File: config.mk
export PLATFORM = sky130hd
export DESIGN_NAME = mass_spring_damper_admittance
export DESIGN_NICKNAME = d
export VERILOG_FILES = /design/src/msda_pkg.sv /design/src/mass_spring_damper_admittance.sv
export SDC_FILE = /design/constraint.sdc
export NUM_CORES = 2
export LEC_CHECK = 0
export BUFFER_PORTS_ARGS = -buffer_cell sky130_fd_sc_hd__clkbuf_2
export CORE_MARGIN = 5
export CORE_UTILIZATION = 26
export DETAILED_ROUTE_END_ITERATION = 7
export GPL_TIMING_DRIVEN = 0
export PLACE_DENSITY_LB_ADDON = 0.05
export SYNTH_ARGS = -nofsm -noshare
export SYNTH_HDL_FRONTEND = slang
export SYNTH_SLANG_ARGS = --single-unit
File: constraint.sdc
create_clock -name aclk -period 10.6 [get_ports aclk]
set_input_delay 3.18 -clock aclk [delete_from_list [all_inputs] [get_ports aclk]]
set_output_delay 3.18 -clock aclk [all_outputs]
set_load 0.02 [all_outputs]
File: src/msda_pkg.sv
package msda_pkg;

    // Field and register widths.
    localparam int DATA_W  = 32;
    localparam int COEF_W  = 31;
    localparam int STEP_W  = 24;
    localparam int ADDR_W  = 3;
    localparam int PROD_W  = 2 * DATA_W;
    localparam int ACC_W   = 50;

    // Fraction shifts of the products.
    localparam int COEF_FRAC = 16;
    localparam int STEP_FRAC = 24;

    // Configuration register indexes.
    localparam logic [ADDR_W-1:0] REG_DAMPING   = 3'd0;
    localparam logic [ADDR_W-1:0] REG_STIFFNESS = 3'd1;
    localparam logic [ADDR_W-1:0] REG_INV_MASS  = 3'd2;
    localparam logic [ADDR_W-1:0] REG_TIME_STEP = 3'd3;
    localparam logic [ADDR_W-1:0] REG_LIMIT     = 3'd4;

    // Reset value of the position limit (0.2 in Q16.16).
    localparam logic [COEF_W-1:0] LIMIT_RESET = 31'd13107;

    // Request actions.
    localparam logic ACT_STEP  = 1'b0;
    localparam logic ACT_CLEAR = 1'b1;

    typedef logic signed [DATA_W-1:0] sample_t;
    typedef logic signed [ACC_W-1:0]  wide_t;

    // Saturate a wide signed value to the signed 32-bit range.
    function automatic sample_t sat32(input wide_t x);
        wide_t max_v;
        wide_t min_v;
        max_v = wide_t'({1'b0, {(DATA_W-1){1'b1}}});
        min_v = -max_v - wide_t'(1);
        if (x > max_v) begin
            return sample_t'(max_v);
        end else if (x < min_v) begin
            return sample_t'(min_v);
        end
        return x[DATA_W-1:0];
    endfunction

endpackage

File: src/mass_spring_damper_admittance.sv
// One axis of a mass-spring-damper admittance controller in Q16.16 fixed point.
// Write the coefficient registers through cfg_we/cfg_addr/cfg_wdata while the
// block is idle, then send one request per control period: a step request
// advances velocity and position offset by one forward-Euler step, clamps the
// offset to the position limit and returns reference minus offset; a clear
// request zeroes the state and returns the reference. A step request goes
// through the acceptance state, five passes through the single shared 32x32
// multiplier and a write-back state; a clear request goes from acceptance
// straight to write-back. The write-back stalls while a held result waits
// for m_tready. The next request is accepted as soon as its predecessor's
// result has been written to the output register, even while that result
// waits for m_tready.
module mass_spring_damper_admittance (
    input  logic                                aclk,
    input  logic                                aresetn,
    // Configuration write port.
    input  logic                                cfg_we,
    input  logic [msda_pkg::ADDR_W-1:0]         cfg_addr,
    input  logic [msda_pkg::COEF_W-1:0]         cfg_wdata,
    // Request channel.
    input  logic                                s_tvalid,
    output logic                                s_tready,
    input  logic [2*msda_pkg::DATA_W-1:0]       s_tdata,  // reference, force_req
    input  logic                                s_tuser,  // action
    // Result channel.
    output logic                                m_tvalid,
    input  logic                                m_tready,
    output logic [msda_pkg::DATA_W-1:0]         m_tdata,  // command
    output logic                                m_tuser   // clamped
);

    localparam logic [2:0] ST_IDLE = 3'd0;
    localparam logic [2:0] ST_MD   = 3'd1;
    localparam logic [2:0] ST_MK   = 3'd2;
    localparam logic [2:0] ST_MF   = 3'd3;
    localparam logic [2:0] ST_MV   = 3'd4;
    localparam logic [2:0] ST_MA   = 3'd5;
    localparam logic [2:0] ST_UV   = 3'd6;

    localparam int DW = msda_pkg::DATA_W;
    localparam int PW = msda_pkg::PROD_W;
    localparam int CF = msda_pkg::COEF_FRAC;
    localparam int SF = msda_pkg::STEP_FRAC;

    // Configuration registers.
    logic [msda_pkg::COEF_W-1:0] damp_reg, stiff_reg, inv_mass_reg, limit_reg;
    logic [msda_pkg::STEP_W-1:0] dt_reg;

    // Sequencer and datapath registers.
    logic [2:0]          state_reg, state_next;
    msda_pkg::sample_t   vel_reg, vel_next;
    msda_pkg::sample_t   pos_reg, pos_next;
    msda_pkg::sample_t   ref_reg, ref_next;
    msda_pkg::sample_t   force_reg, force_next;
    logic                clear_reg, clear_next;
    logic                hit_reg, hit_next;
    logic signed [PW-1:0] mul_reg, mul_next;
    msda_pkg::wide_t     acc_reg, acc_next;
    logic                m_tvalid_reg, m_tvalid_next;
    msda_pkg::sample_t   cmd_reg, cmd_next;
    logic                clamp_out_reg, clamp_out_next;

    // Shared multiplier operands.
    logic signed [DW-1:0] op_a, op_b;
    logic signed [PW-1:0] product;

    // Helper terms.
    msda_pkg::wide_t      coef_term;
    msda_pkg::wide_t      step_term;
    msda_pkg::sample_t    accel;
    msda_pkg::sample_t    pos_sat;
    logic signed [DW:0]   lim_pos, pos_ext;
    logic signed [DW-1:0] dt_ext;

    assign s_tready = (state_reg == ST_IDLE);
    assign m_tvalid = m_tvalid_reg;
    assign m_tdata  = cmd_reg;
    assign m_tuser  = clamp_out_reg;

    // Product slices are sign-extended so that the shifts round toward minus infinity.
    assign dt_ext    = $signed({{(DW-msda_pkg::STEP_W){1'b0}}, dt_reg});
    assign coef_term = msda_pkg::wide_t'($signed(mul_reg[PW-1:CF]));
    assign step_term = msda_pkg::wide_t'($signed(mul_reg[PW-1:SF]));
    assign accel     = msda_pkg::sat32(acc_reg);
    assign pos_sat   = msda_pkg::sat32(msda_pkg::wide_t'(pos_reg) + step_term);
    assign lim_pos   = $signed({2'b00, limit_reg});
    assign pos_ext   = (DW+1)'(pos_sat);

    // Operand selection for the shared multiplier.
    always_comb begin
        op_a = vel_reg;
        op_b = dt_ext;
        unique case (state_reg)
            ST_MD:   begin op_a = $signed({1'b0, damp_reg});     op_b = vel_reg;   end
            ST_MK:   begin op_a = $signed({1'b0, stiff_reg});    op_b = pos_reg;   end
            ST_MF:   begin op_a = $signed({1'b0, inv_mass_reg}); op_b = force_reg; end
            ST_MV:   begin op_a = vel_reg;                       op_b = dt_ext;    end
            ST_MA:   begin op_a = accel;                         op_b = dt_ext;    end
            default: begin op_a = vel_reg;                       op_b = dt_ext;    end
        endcase
    end

    assign product = op_a * op_b;

    // Sequencer: one multiply in each state from ST_MD to ST_MA; each later state uses the previous product.
    always_comb begin
        state_next     = state_reg;
        vel_next       = vel_reg;
        pos_next       = pos_reg;
        ref_next       = ref_reg;
        force_next     = force_reg;
        clear_next     = clear_reg;
        hit_next       = hit_reg;
        mul_next       = mul_reg;
        acc_next       = acc_reg;
        cmd_next       = cmd_reg;
        clamp_out_next = clamp_out_reg;
        m_tvalid_next  = m_tvalid_reg && !m_tready;

        unique case (state_reg)
            ST_IDLE: begin
                if (s_tvalid) begin
                    ref_next   = s_tdata[DW-1:0];
                    force_next = s_tdata[2*DW-1:DW];
                    clear_next = s_tuser;
                    hit_next   = 1'b0;
                    if (s_tuser == msda_pkg::ACT_CLEAR) begin
                        pos_next   = '0;
                        state_next = ST_UV;
                    end else begin
                        state_next = ST_MD;
                    end
                end
            end
            ST_MD: begin
                mul_next   = product;
                state_next = ST_MK;
            end
            ST_MK: begin
                mul_next   = product;
                acc_next   = -coef_term;
                state_next = ST_MF;
            end
            ST_MF: begin
                mul_next   = product;
                acc_next   = acc_reg - coef_term;
                state_next = ST_MV;
            end
            ST_MV: begin
                mul_next   = product;
                acc_next   = acc_reg + coef_term;
                state_next = ST_MA;
            end
            ST_MA: begin
                // Position update from the old velocity, then clamp.
                mul_next = product;
                pos_next = pos_sat;
                if (pos_ext > lim_pos) begin
                    pos_next = lim_pos[DW-1:0];
                    hit_next = 1'b1;
                end else if (pos_ext < -lim_pos) begin
                    pos_next = DW'(-lim_pos);
                    hit_next = 1'b1;
                end
                state_next = ST_UV;
            end
            ST_UV: begin
                // Write back velocity and the result once the output slot is free.
                if (!m_tvalid_reg || m_tready) begin
                    if (clear_reg == msda_pkg::ACT_CLEAR) begin
                        vel_next = '0;
                    end else begin
                        vel_next = msda_pkg::sat32(msda_pkg::wide_t'(vel_reg) + step_term);
                    end
                    cmd_next       = msda_pkg::sat32(msda_pkg::wide_t'(ref_reg)
                                                     - msda_pkg::wide_t'(pos_reg));
                    clamp_out_next = hit_reg;
                    m_tvalid_next  = 1'b1;
                    state_next     = ST_IDLE;
                end
            end
            default: begin
                state_next = ST_IDLE;
            end
        endcase
    end

    // Control and state registers.
    always_ff @(posedge aclk) begin
        if (!aresetn) begin
            state_reg    <= ST_IDLE;
            m_tvalid_reg <= 1'b0;
            vel_reg      <= '0;
            pos_reg      <= '0;
        end else begin
            state_reg    <= state_next;
            m_tvalid_reg <= m_tvalid_next;
            vel_reg      <= vel_next;
            pos_reg      <= pos_next;
        end
    end

    // Payload registers.
    always_ff @(posedge aclk) begin
        ref_reg       <= ref_next;
        force_reg     <= force_next;
        clear_reg     <= clear_next;
        hit_reg       <= hit_next;
        mul_reg       <= mul_next;
        acc_reg       <= acc_next;
        cmd_reg       <= cmd_next;
        clamp_out_reg <= clamp_out_next;
    end

    // Configuration registers; unknown indexes are ignored.
    always_ff @(posedge aclk) begin
        if (!aresetn) begin
            damp_reg     <= '0;
            stiff_reg    <= '0;
            inv_mass_reg <= '0;
            dt_reg       <= '0;
            limit_reg    <= msda_pkg::LIMIT_RESET;
        end else if (cfg_we) begin
            unique case (cfg_addr)
                msda_pkg::REG_DAMPING:   damp_reg     <= cfg_wdata;
                msda_pkg::REG_STIFFNESS: stiff_reg    <= cfg_wdata;
                msda_pkg::REG_INV_MASS:  inv_mass_reg <= cfg_wdata;
                msda_pkg::REG_TIME_STEP: dt_reg       <= cfg_wdata[msda_pkg::STEP_W-1:0];
                msda_pkg::REG_LIMIT:     limit_reg    <= cfg_wdata;
                default: ;
            endcase
        end
    end

endmodule

==> flow_metrics.env <==
export IMPL_floorplan_initialDensity_pct=26.1
export IMPL_fmaxAchievable_ghz=0.0961
export IMPL_max_reg_flops=50
export IMPL_grt_start_max_net_pins=51
export IMPL_crit_fanout=10
export IMPL_synthesis_yosys_warnings=0
export IMPL_numClockSinks=413
export IMPL_worst_hold_path_type="reg -> reg"
export IMPL_via_count=56200
export IMPL_viasPerCell=5.02
export IMPL_drive_above_1_share_pct=10.4
export IMPL_synthFlopType="dfxtp_1"
export IMPL_timing_critical_path_slowest_cell_delay_ns=0.65
export IMPL_syn_area_per_cell_um2=8.65
export IMPL_leakage_uw=0.0344
export IMPL_grt_pass1_vias=58600
export IMPL_area_sequential_um2=10200
export IMPL_boundaryPins=139
export IMPL_finalWorstSetupSlack_ns=0.194
export IMPL_reg2reg_slack_ns=0.19
export IMPL_number_of_flops_mapped_to_enable_cells_by_yosys=197
export IMPL_start_kind="register"
export IMPL_layout_min_cycle_time_ns=10.41
export IMPL_final_hold_violation_count=0
export IMPL_place_congestion=0.930
export IMPL_cp_buffers_inverters=10
export IMPL_clk_latency_ns=0.71
export IMPL_design_final_nets=9416
export IMPL_layout_common_cells="inv_1 (1,219), fa_1 (1,079), nand2_1 (1,034)"
export IMPL_pre_cts_ws_ns=-4.56
export IMPL_level_count_of_the_clock_h_tree=2
export IMPL_cp_data_arrival_time_ns=10.83
export IMPL_number_of_antenna_violations_at_the_first_check_in_global_routing=31
export IMPL_drt_first_iter_violations=4545
export IMPL_drt_pass1_iter_count=8
export IMPL_cts_root_buffer_cell="clkbuf_16"
export IMPL_post_route_drc_count=2
export IMPL_required_ns=11.02
export IMPL_drv_max_cap_violation_count=0
export IMPL_timing_max_slew_rel_slack_pct=11.7
export IMPL_detailedPlacementHpwl_um=279000
export IMPL_total_global_routing_overflow=0
export IMPL_wire_length_of_the_first_global_routing_pass_um=465000
export IMPL_yosysUniqueCellTypes=94
export IMPL_detail_route_wl_per_cell_um=30.0
export IMPL_worst_slew_pin_transition_ns=1.31
export IMPL_synth_async_sr_flop_share_pct=0
export IMPL_worstSetupEndpointType="register"
export IMPL_floorplan_die_width_um=510
export IMPL_timing_critical_path_slowest_stage_cell="fa_1"
export IMPL_post_synthesis_cell_count=7516
export IMPL_final_setup_viols=0
export IMPL_ys_seq_elements=413
export IMPL_cts_tree="done"
export IMPL_layout_worst_path_cycle_share_pct=98.2
export IMPL_timing_critical_path_mode_cell="fa_1"
export IMPL_path_class="reg -> reg"
export IMPL_power_per_cell_area_nw_per_um2=249
export IMPL_syn2layout_area_growth_pct=16.7
export IMPL_fp_dieArea_um2=260000
export IMPL_multi_input_comb_area_um2=50500
export IMPL_ant_nets=0
export IMPL_ys_top_cells_by_area="fa_1 (33%), edfxtp_1 (9.1%), ha_1 (7.8%)"
export IMPL_clk_pin_slew_ns=0.06
export IMPL_cts_buffers_inserted=54
export IMPL_port_buffers=138
export IMPL_site_rows=183
export IMPL_dp_cells=11000
export IMPL_core_region_um2=249000
export IMPL_die_height_um=510
export IMPL_violations_in_the_final_reports="design-rule violations"
export IMPL_global_route_usage_total_pct=25.5
export IMPL_timing_critical_path_max_delay_family="adder cells"
export IMPL_route_final_wire_length_um=336000
export IMPL_nFillCells=26900
export IMPL_status="finished with violations"
export IMPL_seq_area_frac_synth_pct=15.8
export IMPL_timing_max_transition_violations_final=0
export IMPL_final_cells=11200
export IMPL_syn_cell_area_um2=65000
export IMPL_netlist_top_cell_by_area="fa_1"
export IMPL_rsz0062_at_grt="yes"
export IMPL_layout_cells_most_common="inv_1"
export IMPL_cts_path_max_buffers=3
export IMPL_synth_largest_type_area_fraction_pct=33.4
export IMPL_vdd_drop_max_v=0.000273
export IMPL_fin_skew_ns=0.0921
## where the power goes
group | switching (uW) | internal, uW
Combinational | 9060 | 4960
Sequential | 642 | 2150
Clock | 867 | 1170
Total | 10600 | 8280
## timing repair
action,in CTS,in global routing
pin swaps,30,24
buffers inserted,50,24
hold buffers,0,0
setup endpoints to repair,47,14
resized for setup,610,95
## synthesized netlist by cell type, types with 174 or more instances
cell	instances
fa_1	1085
xnor2_1	184
edfxtp_1	197
nor2_1	792
o21ai_0	185
ha_1	406
a21oi_1	513
clkbuf_1	315
dfxtp_1	216
a21o_1	174
inv_1	1223
nand2_1	1037
## logic make-up (layout without fill, tap and decap cells)
family                   Yosys count  in the layout  synth area share, %
buffers and inverters           1586           1925                 9.19
other                              2             27               0.0116
XOR/XNOR                         316            316                 4.26
multiplexers                      75             75                 1.21
AND/OR/NAND/NOR                 2279           2279                 14.8
adder cells (fa/ha/maj)         1497           1497                 41.3
flip-flops                       413            413                 15.8
AO/OA/AOI/OAI                   1348           1348                 13.4
## stage by stage
step | setup TNS [ns] | utilization (%) | hold slack, ns | power (uW) | cell area (um2)
after CTS | 0 | 30.3 | 0.421 | 18600 | 75300
after floorplan | 0 | - | 0.400 | 10400 | 65000
after global routing | -0.0141 | 30.5 | 0.441 | 20200 | 75800
after detailed placement | -115.90 | 28.5 | 0.406 | 15800 | 70800
final | 0 | 30.5 | 0.420 | 18900 | 75800
after global placement | -172.76 | 28.1 | 0.403 | 15700 | 69900
## path summary, 6_finish.rpt
check,startpoint,to,depth (start not counted)
max,state_reg[1]$_SDFFE_PN0P_,mul_reg[60]$_DFFE_PP_,34
min,hit_reg$_DFFE_PP_,m_tuser$_DFFE_PP_,0
max reg2reg,state_reg[1]$_SDFFE_PN0P_,mul_reg[60]$_DFFE_PP_,34
min reg2reg,hit_reg$_DFFE_PP_,m_tuser$_DFFE_PP_,0
## layer usage
layer | share of wire [%] | up-vias | track usage, %
met2 | 46 | 1697 | 42.1
li1 | - | 24800 | -
met5 | 0.028 | - | 0
met3 | 5.6 | 418 | 3.39
met4 | 5.2 | 14 | 10.6
met1 | 43 | 29300 | 33.6
## cell type report
class	count	share of cell area, %
multi-input combinational	5528	66.6
sequential	413	13.5
inverter	1225	6.09
tap	3330	5.50
buffer	349	3.06
timing repair buffer	250	2.65
clock buffer	64	1.89
clock inverter	37	0.640
antenna	14	0.0462
Note: power is estimated with default switching activity, not from simulation.
